<file path="config.mk">
export PLATFORM = sky130hd
export DESIGN_NAME = bridge_adc_serial_reader
export DESIGN_NICKNAME = d
export VERILOG_FILES = /design/src/hdl/bas_pkg.sv /design/src/hdl/bas_regs.sv /design/src/hdl/bas_core.sv /design/src/hdl/bridge_adc_serial_reader.sv
export SDC_FILE = /design/constraint.sdc
export NUM_CORES = 1
export LEC_CHECK = 0
export ABC_CLOCK_PERIOD_IN_PS = 4700
export BUFFER_PORTS_ARGS = -buffer_cell sky130_fd_sc_hd__buf_2
export CORE_UTILIZATION = 55
export CTS_CLUSTER_DIAMETER = 40
export DETAILED_ROUTE_END_ITERATION = 10
export PLACE_DENSITY = 0.79
export SLEW_MARGIN = 20
export SYNTH_ARGS = -nofsm -noshare
export SYNTH_HDL_FRONTEND = slang
export SYNTH_SLANG_ARGS = --single-unit
</file>
<file path="constraint.sdc">
create_clock -name clk -period 4.7 [get_ports clk]
set_input_delay 0.94 -clock clk [delete_from_list [all_inputs] [get_ports clk]]
set_output_delay 0.94 -clock clk [all_outputs]
set_load 0.02 [all_outputs]
</file>
<file path="src/hdl/bas_pkg.sv">
`timescale 1ns / 1ps
`default_nettype none

package bas_pkg;

  localparam int SAMPLE_W = 24;
  localparam int RTO_W    = 24;

  // gain mode codes
  localparam logic [1:0] MODE_A128   = 2'd0;
  localparam logic [1:0] MODE_B32    = 2'd1;
  localparam logic [1:0] MODE_A64    = 2'd2;
  localparam logic [1:0] MODE_UNUSED = 2'd3;

  // result status codes
  localparam logic [1:0] ST_OK      = 2'd0;
  localparam logic [1:0] ST_TIMEOUT = 2'd1;
  localparam logic [1:0] ST_NOCLK   = 2'd2;
  localparam logic [1:0] ST_PDOWN   = 2'd3;

  typedef struct packed {
    logic [1:0]       gain_mode;
    logic [7:0]       high_ticks;
    logic [7:0]       low_ticks;
    logic [RTO_W-1:0] ready_timeout_ticks;
    logic [3:0]       settle_discards;
    logic             power_down;
  } cfg_t;

  typedef struct packed {
    logic [1:0]          status;
    logic [SAMPLE_W-1:0] sample;
    logic                done_res;
    logic                busy_res;
    logic                sclk_pin;
  } result_t;

  // extra pulses after the data bits select the next conversion's gain
  function automatic logic [1:0] extra_pulses(input logic [1:0] mode);
    logic [1:0] n;
    case (mode)
      MODE_B32: n = 2'd2;
      MODE_A64: n = 2'd3;
      default:  n = 2'd1;
    endcase
    return n;
  endfunction

endpackage

`default_nettype wire

</file>
<file path="src/hdl/bas_regs.sv">
`timescale 1ns / 1ps
`default_nettype none

module bas_regs (
  input  wire logic          clk,
  input  wire logic          rst,
  input  wire logic          psel,
  input  wire logic          penable,
  input  wire logic          pwrite,
  input  wire logic [4:0]    paddr,
  input  wire logic [31:0]   pwdata,
  output logic [31:0]        prdata,
  output logic               pready,
  output bas_pkg::cfg_t      cfg,
  output logic               av_clear
);

  localparam logic [2:0] REG_GAIN    = 3'd0;
  localparam logic [2:0] REG_HIGH    = 3'd1;
  localparam logic [2:0] REG_LOW     = 3'd2;
  localparam logic [2:0] REG_TIMEOUT = 3'd3;
  localparam logic [2:0] REG_SETTLE  = 3'd4;
  localparam logic [2:0] REG_PDOWN   = 3'd5;

  logic       wr;
  logic [2:0] idx;

  assign pready = 1'b1;
  assign idx    = paddr[4:2];
  assign wr     = psel & penable & pwrite;

  // a power-down write invalidates the applied gain mode
  assign av_clear = wr && (idx == REG_PDOWN) && pwdata[0];

  always_ff @(posedge clk) begin
    if (rst) begin
      cfg.gain_mode           <= bas_pkg::MODE_A128;
      cfg.high_ticks          <= 8'd1;
      cfg.low_ticks           <= 8'd1;
      cfg.ready_timeout_ticks <= bas_pkg::RTO_W'(1000000);
      cfg.settle_discards     <= 4'd4;
      cfg.power_down          <= 1'b0;
    end else if (wr) begin
      case (idx)
        REG_GAIN:    cfg.gain_mode           <= pwdata[1:0];
        REG_HIGH:    cfg.high_ticks          <= pwdata[7:0];
        REG_LOW:     cfg.low_ticks           <= pwdata[7:0];
        REG_TIMEOUT: cfg.ready_timeout_ticks <= pwdata[bas_pkg::RTO_W-1:0];
        REG_SETTLE:  cfg.settle_discards     <= pwdata[3:0];
        REG_PDOWN:   cfg.power_down          <= pwdata[0];
        default: ;
      endcase
    end
  end

  always_comb begin
    case (idx)
      REG_GAIN:    prdata = {30'd0, cfg.gain_mode};
      REG_HIGH:    prdata = {24'd0, cfg.high_ticks};
      REG_LOW:     prdata = {24'd0, cfg.low_ticks};
      REG_TIMEOUT: prdata = 32'(cfg.ready_timeout_ticks);
      REG_SETTLE:  prdata = {28'd0, cfg.settle_discards};
      REG_PDOWN:   prdata = {31'd0, cfg.power_down};
      default:     prdata = 32'd0;
    endcase
  end

endmodule

`default_nettype wire

</file>
<file path="src/hdl/bas_core.sv">
`timescale 1ns / 1ps
`default_nettype none

module bas_core #(
  parameter int DATA_BITS     = 24,
  parameter int TIMEOUT_WIDTH = 24
) (
  input  wire logic           clk,
  input  wire logic           rst,
  input  wire logic           step,
  input  wire logic           data_pin,
  input  wire logic           start_req,
  input  wire bas_pkg::cfg_t  cfg,
  input  wire logic           av_clear,
  output bas_pkg::result_t    res
);

  localparam int CW = (TIMEOUT_WIDTH > bas_pkg::RTO_W) ? TIMEOUT_WIDTH : bas_pkg::RTO_W;
  localparam logic [TIMEOUT_WIDTH-1:0] WAIT_MAX = '1;

  typedef enum logic [1:0] {PH_IDLE, PH_WAIT, PH_HIGH, PH_LOW} phase_t;

  phase_t                   phase, phase_next;
  logic [7:0]               phase_ticks, phase_ticks_next;
  logic [4:0]               pulse_index, pulse_index_next;
  logic [DATA_BITS-1:0]     shift_bits, shift_bits_next;
  logic [TIMEOUT_WIDTH-1:0] wait_ticks, wait_ticks_next;
  logic [3:0]               discards_left, discards_left_next;
  logic [1:0]               applied_mode, applied_mode_next;
  logic                     applied_valid, applied_valid_next;

  logic [7:0]               hi, lo, pt_inc;
  logic [4:0]               pi_inc, pulses;
  logic [TIMEOUT_WIDTH-1:0] wait_inc;
  logic [CW-1:0]            lim_raw, lim;
  logic [1:0]               mode_sel;
  logic signed [DATA_BITS-1:0] raw_s;

  assign hi       = (cfg.high_ticks == 8'd0) ? 8'd1 : cfg.high_ticks;
  assign lo       = (cfg.low_ticks == 8'd0) ? 8'd1 : cfg.low_ticks;
  assign pt_inc   = phase_ticks + 8'd1;
  assign pi_inc   = pulse_index + 5'd1;
  assign pulses   = 5'(DATA_BITS) + {3'd0, bas_pkg::extra_pulses(applied_mode)};
  assign wait_inc = (wait_ticks == WAIT_MAX) ? wait_ticks : wait_ticks + 1'b1;
  assign lim_raw  = (cfg.ready_timeout_ticks == '0) ? CW'(1) : CW'(cfg.ready_timeout_ticks);
  assign lim      = (lim_raw > CW'(WAIT_MAX)) ? CW'(WAIT_MAX) : lim_raw;
  assign mode_sel = (cfg.gain_mode == bas_pkg::MODE_UNUSED) ? bas_pkg::MODE_A128
                                                            : cfg.gain_mode;
  assign raw_s    = shift_bits;

  always_comb begin
    phase_next         = phase;
    phase_ticks_next   = phase_ticks;
    pulse_index_next   = pulse_index;
    shift_bits_next    = shift_bits;
    wait_ticks_next    = wait_ticks;
    discards_left_next = discards_left;
    applied_mode_next  = applied_mode;
    applied_valid_next = applied_valid;
    res.done_res       = 1'b0;
    res.status         = bas_pkg::ST_OK;
    res.sample         = '0;

    if (cfg.power_down) begin
      phase_next         = PH_IDLE;
      applied_valid_next = 1'b0;
      if (start_req) begin
        res.done_res = 1'b1;
        res.status   = bas_pkg::ST_PDOWN;
      end
    end else begin
      case (phase)
        PH_IDLE: begin
          if (start_req) begin
            if (!applied_valid || (mode_sel != applied_mode)) begin
              discards_left_next = cfg.settle_discards;
            end
            applied_mode_next  = mode_sel;
            applied_valid_next = 1'b1;
            wait_ticks_next    = '0;
            phase_next         = PH_WAIT;
          end
        end
        PH_WAIT: begin
          if (!data_pin) begin
            phase_next       = PH_HIGH;
            phase_ticks_next = 8'd0;
            pulse_index_next = 5'd0;
            shift_bits_next  = '0;
          end else begin
            wait_ticks_next = wait_inc;
            if (CW'(wait_inc) >= lim) begin
              res.done_res = 1'b1;
              res.status   = bas_pkg::ST_TIMEOUT;
              phase_next   = PH_IDLE;
              if (discards_left != 4'd0) applied_valid_next = 1'b0;
            end
          end
        end
        PH_HIGH: begin
          phase_ticks_next = pt_inc;
          if (pt_inc >= hi) begin
            // sample at the end of the high phase, MSB first
            if (pulse_index < 5'(DATA_BITS)) begin
              shift_bits_next = {shift_bits[DATA_BITS-2:0], data_pin};
            end
            phase_next       = PH_LOW;
            phase_ticks_next = 8'd0;
          end
        end
        PH_LOW: begin
          phase_ticks_next = pt_inc;
          if (pt_inc >= lo) begin
            phase_ticks_next = 8'd0;
            pulse_index_next = pi_inc;
            if (pi_inc >= pulses) begin
              if (!data_pin) begin
                res.done_res = 1'b1;
                res.status   = bas_pkg::ST_NOCLK;
                phase_next   = PH_IDLE;
                if (discards_left != 4'd0) applied_valid_next = 1'b0;
              end else if (discards_left != 4'd0) begin
                discards_left_next = discards_left - 4'd1;
                wait_ticks_next    = '0;
                phase_next         = PH_WAIT;
              end else begin
                res.done_res = 1'b1;
                res.status   = bas_pkg::ST_OK;
                res.sample   = bas_pkg::SAMPLE_W'(raw_s);
                phase_next   = PH_IDLE;
              end
            end else begin
              phase_next = PH_HIGH;
            end
          end
        end
        default: phase_next = PH_IDLE;
      endcase
    end

    res.sclk_pin = cfg.power_down || (phase_next == PH_HIGH);
    res.busy_res = (phase_next != PH_IDLE);
  end

  always_ff @(posedge clk) begin
    if (rst) begin
      phase         <= PH_IDLE;
      phase_ticks   <= 8'd0;
      pulse_index   <= 5'd0;
      shift_bits    <= '0;
      wait_ticks    <= '0;
      discards_left <= 4'd0;
      applied_mode  <= bas_pkg::MODE_A128;
      applied_valid <= 1'b0;
    end else begin
      if (step) begin
        phase         <= phase_next;
        phase_ticks   <= phase_ticks_next;
        pulse_index   <= pulse_index_next;
        shift_bits    <= shift_bits_next;
        wait_ticks    <= wait_ticks_next;
        discards_left <= discards_left_next;
        applied_mode  <= applied_mode_next;
      end
      if (av_clear) begin
        applied_valid <= 1'b0;
      end else if (step) begin
        applied_valid <= applied_valid_next;
      end
    end
  end

endmodule

`default_nettype wire

</file>
<file path="src/hdl/bridge_adc_serial_reader.sv">
`timescale 1ns / 1ps
`default_nettype none

// Channel   Dir  Beat contents
// s_axis    in   one timebase tick: data-line level and start request
// m_axis    out  one status beat per tick: clock level, busy, done, sample, status
// apb       in   gain, pulse timing, ready timeout, settle discards, power-down
//
// Every input beat yields exactly one output beat. The tick's state update and
// its result are computed in one pass of combinational logic from the state
// registers and land in the output register on the accept edge, so a beat can
// be taken every cycle. s_tready drops only while the output register holds a
// beat that m_tready refuses; the state then holds. rst (synchronous) returns
// the sequencer to idle and restores the register defaults.
module bridge_adc_serial_reader #(
  parameter int DATA_BITS     = 24,
  parameter int TIMEOUT_WIDTH = 24
) (
  input  wire logic        clk,
  input  wire logic        rst,
  // stream in
  input  wire logic        s_tvalid,
  output logic             s_tready,
  input  wire logic [7:0]  s_tdata,   // [0] data_pin, [1] start_req, [7:2] zero
  // stream out
  output logic             m_tvalid,
  input  wire logic        m_tready,
  output logic [31:0]      m_tdata,   // [0] sclk_pin, [1] busy_res, [2] done_res,
                                      // [26:3] sample, [28:27] status, [31:29] zero
  // configuration
  input  wire logic        psel,
  input  wire logic        penable,
  input  wire logic        pwrite,
  input  wire logic [4:0]  paddr,
  input  wire logic [31:0] pwdata,
  output logic [31:0]      prdata,
  output logic             pready
);

  bas_pkg::cfg_t    cfg;
  bas_pkg::result_t res;
  logic             av_clear;
  logic             step;
  logic             out_valid;
  bas_pkg::result_t out_res;

  // advance on every accepted tick; hold while the result register is stuck
  assign s_tready = !out_valid || m_tready;
  assign step     = s_tvalid && s_tready;

  bas_regs u_regs (
    .clk      (clk),
    .rst      (rst),
    .psel     (psel),
    .penable  (penable),
    .pwrite   (pwrite),
    .paddr    (paddr),
    .pwdata   (pwdata),
    .prdata   (prdata),
    .pready   (pready),
    .cfg      (cfg),
    .av_clear (av_clear)
  );

  bas_core #(
    .DATA_BITS     (DATA_BITS),
    .TIMEOUT_WIDTH (TIMEOUT_WIDTH)
  ) u_core (
    .clk        (clk),
    .rst        (rst),
    .step       (step),
    .data_pin   (s_tdata[0]),
    .start_req  (s_tdata[1]),
    .cfg        (cfg),
    .av_clear   (av_clear),
    .res        (res)
  );

  // output register: load on accept, drop the valid once the beat is taken
  always_ff @(posedge clk) begin
    if (rst) begin
      out_valid <= 1'b0;
    end else if (step) begin
      out_valid <= 1'b1;
    end else if (m_tready) begin
      out_valid <= 1'b0;
    end
  end

  always_ff @(posedge clk) begin
    if (step) begin
      out_res <= res;
    end
  end

  assign m_tvalid = out_valid;
  assign m_tdata  = {3'd0, out_res.status, out_res.sample, out_res.done_res,
                     out_res.busy_res, out_res.sclk_pin};

endmodule

`default_nettype wire

</file>
==> out/qor.yml <==
timing:
  slew_headroom_pct: 35.45
  setup_tns_ns: 0
  final.min_clock_period_ns: 4.229
  maxSlewViolCount: 0
  skew_ns: 0.007347
  finalHoldViolations: 0
  rsz0062_at_grt: "no"
  tightest_slew_ns: 0.9623
  fin_crit_sh_pct: 89.97
  fmax_ghz: 0.2365
  finalSetupViolCount: 0
  setup_ws_ns: 0.4713
worst_setup_path:
  crit_path_end_kind: "flop"
  path_delay_family: "simple AND/OR/NAND/NOR gates"
  slowest_stage: "or4_1"
  crit_required_ns: 4.86
  cp-start-kind: "flop"
  worstPathArrival_ns: 4.39
  crit_chain: "ha_1, nand2_1, or3_1, or3_1, or2_1, mux2_4, ha_1, nand4_1, or4_1, o221a_2, and4_1, o22ai_1, a21oi_1"
  reg2reg_to: "m_tdata[1]"
  cp.depth: 13
  cp_slowest_stage_delay_ns: 0.58
  crit_buf_inv: 0
  cp_max_fo: 5
  critPathLaunch: "u_core.wait_ticks[0]"
  r2r_cells: 13
  crit_path_end: "m_tdata[1]"
  r2r_start: "u_core.wait_ticks[0]"
  critical_path_class: "reg2reg"
  r2r_slack_ns: 0.47
final_layout:
  diodes: 0
  nNetsFinal: 1123
  synthToLayoutAreaGrowth_pct: 13.95
  drive_above_1_share_pct: 16.07
global_routing:
  antenna_found_initial: 0
  first_global_vias: 6486
  grt_use_total_pct: 25.17
  grt_max_degree: 46
  gr-total-overflow: 0
  grt_pass1_wl_um: 31800
yosys:
  seq_area_frac_synth_pct: 39.19
  synth_seq_cells: 147
  yosysMostFrequentCell: "dfxtp_1"
  syn_avg_cell_area_um2: 8.703
  synth-main-ff-cell: "dfxtp_1"
  netlist_area_um2: 8250
  synth_area_leader_cell: "dfxtp_1"
  yosysWarningCount: 0
  synth_edf_count: 29
  synth_cell_types: 74
  synth_cells: 948
  synth_top_area_share_pct: 28.63
  synth_common_cells: "dfxtp_1, nor2_1, nand2_1"
  yosys-top-cells-area: "dfxtp_1, edfxtp_1, ha_1"
  async_flop_share_pct: 0
drt:
  routed_wl_um: 18880
  via_per_inst: 5.759
  detail-route-antenna-nets: 0
  drtIter0Drc: 558
  drcViolationCount: 0
  vias: 7009
  first_pass_iters: 5
  wire_per_inst_um: 15.52
clocking:
  clkLatencyLatePin_ns: 0.43
  cts_tree: "built"
  ctsResizeCount: 0
  cts.sinks: 147
  cts_buffers: 17
  post-cts-setup-buffers: 0
  htreeDepth: 4
  clock_path_buffers: 2
  root_buffer: "clkbuf_16"
  cts_hold_buf: 0
  clk_pin_slew_ns: 0.06
placed_design:
  gp_congestion: 0.8650
  dp_hpwl_um: 13570
  pre_cts_ws_ns: 0.5536
  numPortBuffers: 90
floorplan:
  initial_core_util_pct: 56.55
  fp.dieArea_um2: 15490
  core.rowCount: 44
  dieWidth_um: 124.5
  fp.coreArea_um2: 14590
  die_h_um: 124.5
  io_pins: 119
power_and_ir_drop:
  p_leak_nw: 3.734
  ir_drop_mv: 0.2236
  finalPower_w: 0.003004
  power_density_nw_per_um2: 319.5
job:
  maxCapViolations: 0
status:
  outcome: "finished, final reports clean"
worst_hold_path:
  whs_path_depth: 2
  hold_class: "reg2reg"
## logic make-up (layout without fill, tap and decap cells)
kind of cell / after synthesis / after routing / share of synthesized area, %
xor+xnor: 30 / 30 / 3.185
fa+ha+maj: 51 / 51 / 7.734
mux: 36 / 36 / 4.671
simple gates: 346 / 346 / 21.20
other cells: 2 / 12 / 0.09103
compound gates: 212 / 212 / 17.56
flops: 147 / 147 / 39.19
buf+inv: 124 / 199 / 6.369
## final cells by class
| cell class | instances | area [um^2] |
|---|---|---|
| Sequential cell | 147 | 3233 |
| Inverter | 68 | 255.2 |
| Timing Repair Buffer | 99 | 520.5 |
| Fill cell | 1198 | 5187 |
| Clock inverter | 14 | 190.2 |
| Clock buffer | 18 | 429.2 |
| Tap cell | 184 | 230.2 |
| Multi-Input combinational cell | 687 | 4543 |
## worst min path at each step
stage,startpoint,to,slack [ns]
floorplan,u_regs.cfg[15],u_regs.cfg[15],0.45
global placement,u_regs.cfg[26],u_regs.cfg[26],0.46
detailed placement,u_regs.cfg[17],u_regs.cfg[17],0.47
CTS,u_regs.cfg[26],u_regs.cfg[26],0.48
global route,u_regs.cfg[26],u_regs.cfg[26],0.50
finish,u_regs.cfg[25],u_regs.cfg[25],0.47
## metal layers
layer	wire length, um	global-route usage (%)	share of wire (%)	vias to the layer above
li1	-	-	-	3477
met2	8582	38.64	45	215
met4	350	10.28	1.9	0
met3	890	4.553	4.7	26
met1	9059	34.83	48	3291
met5	0	0	0	-
## flip-flops by register name, indices dropped and copies added (netlist names)
name	count
u_regs.cfg	47
m_tdata	29
u_core.raw_s	24
u_core.wait_ticks	24
u_core.phase_ticks	8
u_core.pulse_index	5
u_core.discards_left	4
u_core.applied_mode	2
u_core.phase	2
m_tvalid	1
u_core.applied_valid	1
## worst register-to-register path: stages (launching register included)
cell and delay [ns]:
dfxtp_1 0.39, ha_1 0.25, nand2_1 0.13, or3_1 0.44, or3_1 0.36, or2_1 0.24, mux2_4 0.32, ha_1 0.28
nand4_1 0.15, or4_1 0.58, o221a_2 0.30, and4_1 0.19, o22ai_1 0.22, a21oi_1 0.10
## stage by stage
step	cells	utilization [%]	hold slack (ns)	area, um^2
floorplan	958	-	0.4490	8288
global placement	1185	60.20	0.4571	8782
detailed placement	1185	60.20	0.4673	8782
CTS	1217	64.44	0.4761	9402
global route	1217	64.44	0.4976	9402
finish	1217	64.44	0.4742	9402
## placed cells by master (no fill, tap or decap), types with 6 or more instances in the layout
master and n:
ha_1 51, and3_1 8, nand4_1 12, edfxtp_1 29
mux2_2 6, dfxtp_1 118, and2_1 29, nand3_1 32
a22o_1 6, mux2i_1 28, a22oi_1 32, buf_2 89
nor4_1 10, inv_1 66, a211o_1 11, nor2_1 100
o21ai_0 28, nand2b_1 9, xor2_1 12, xnor2_1 18
or3_1 16, conb_1 12, buf_4 10, a21oi_1 71
nand2_1 84, clkbuf_16 17, a21o_1 8, nor2b_1 7
o32ai_1 10
## power by group
group / leakage, nW / switching, W / total (W) / internal, W
clock: 0.300 / 0.000576 / 0.00143 / 0.000852
combinational: 2.19 / 0.000177 / 0.000255 / 0.0000771
sequential: 1.24 / 0.0000124 / 0.00132 / 0.00131
Power figures use the tool's default switching activity.
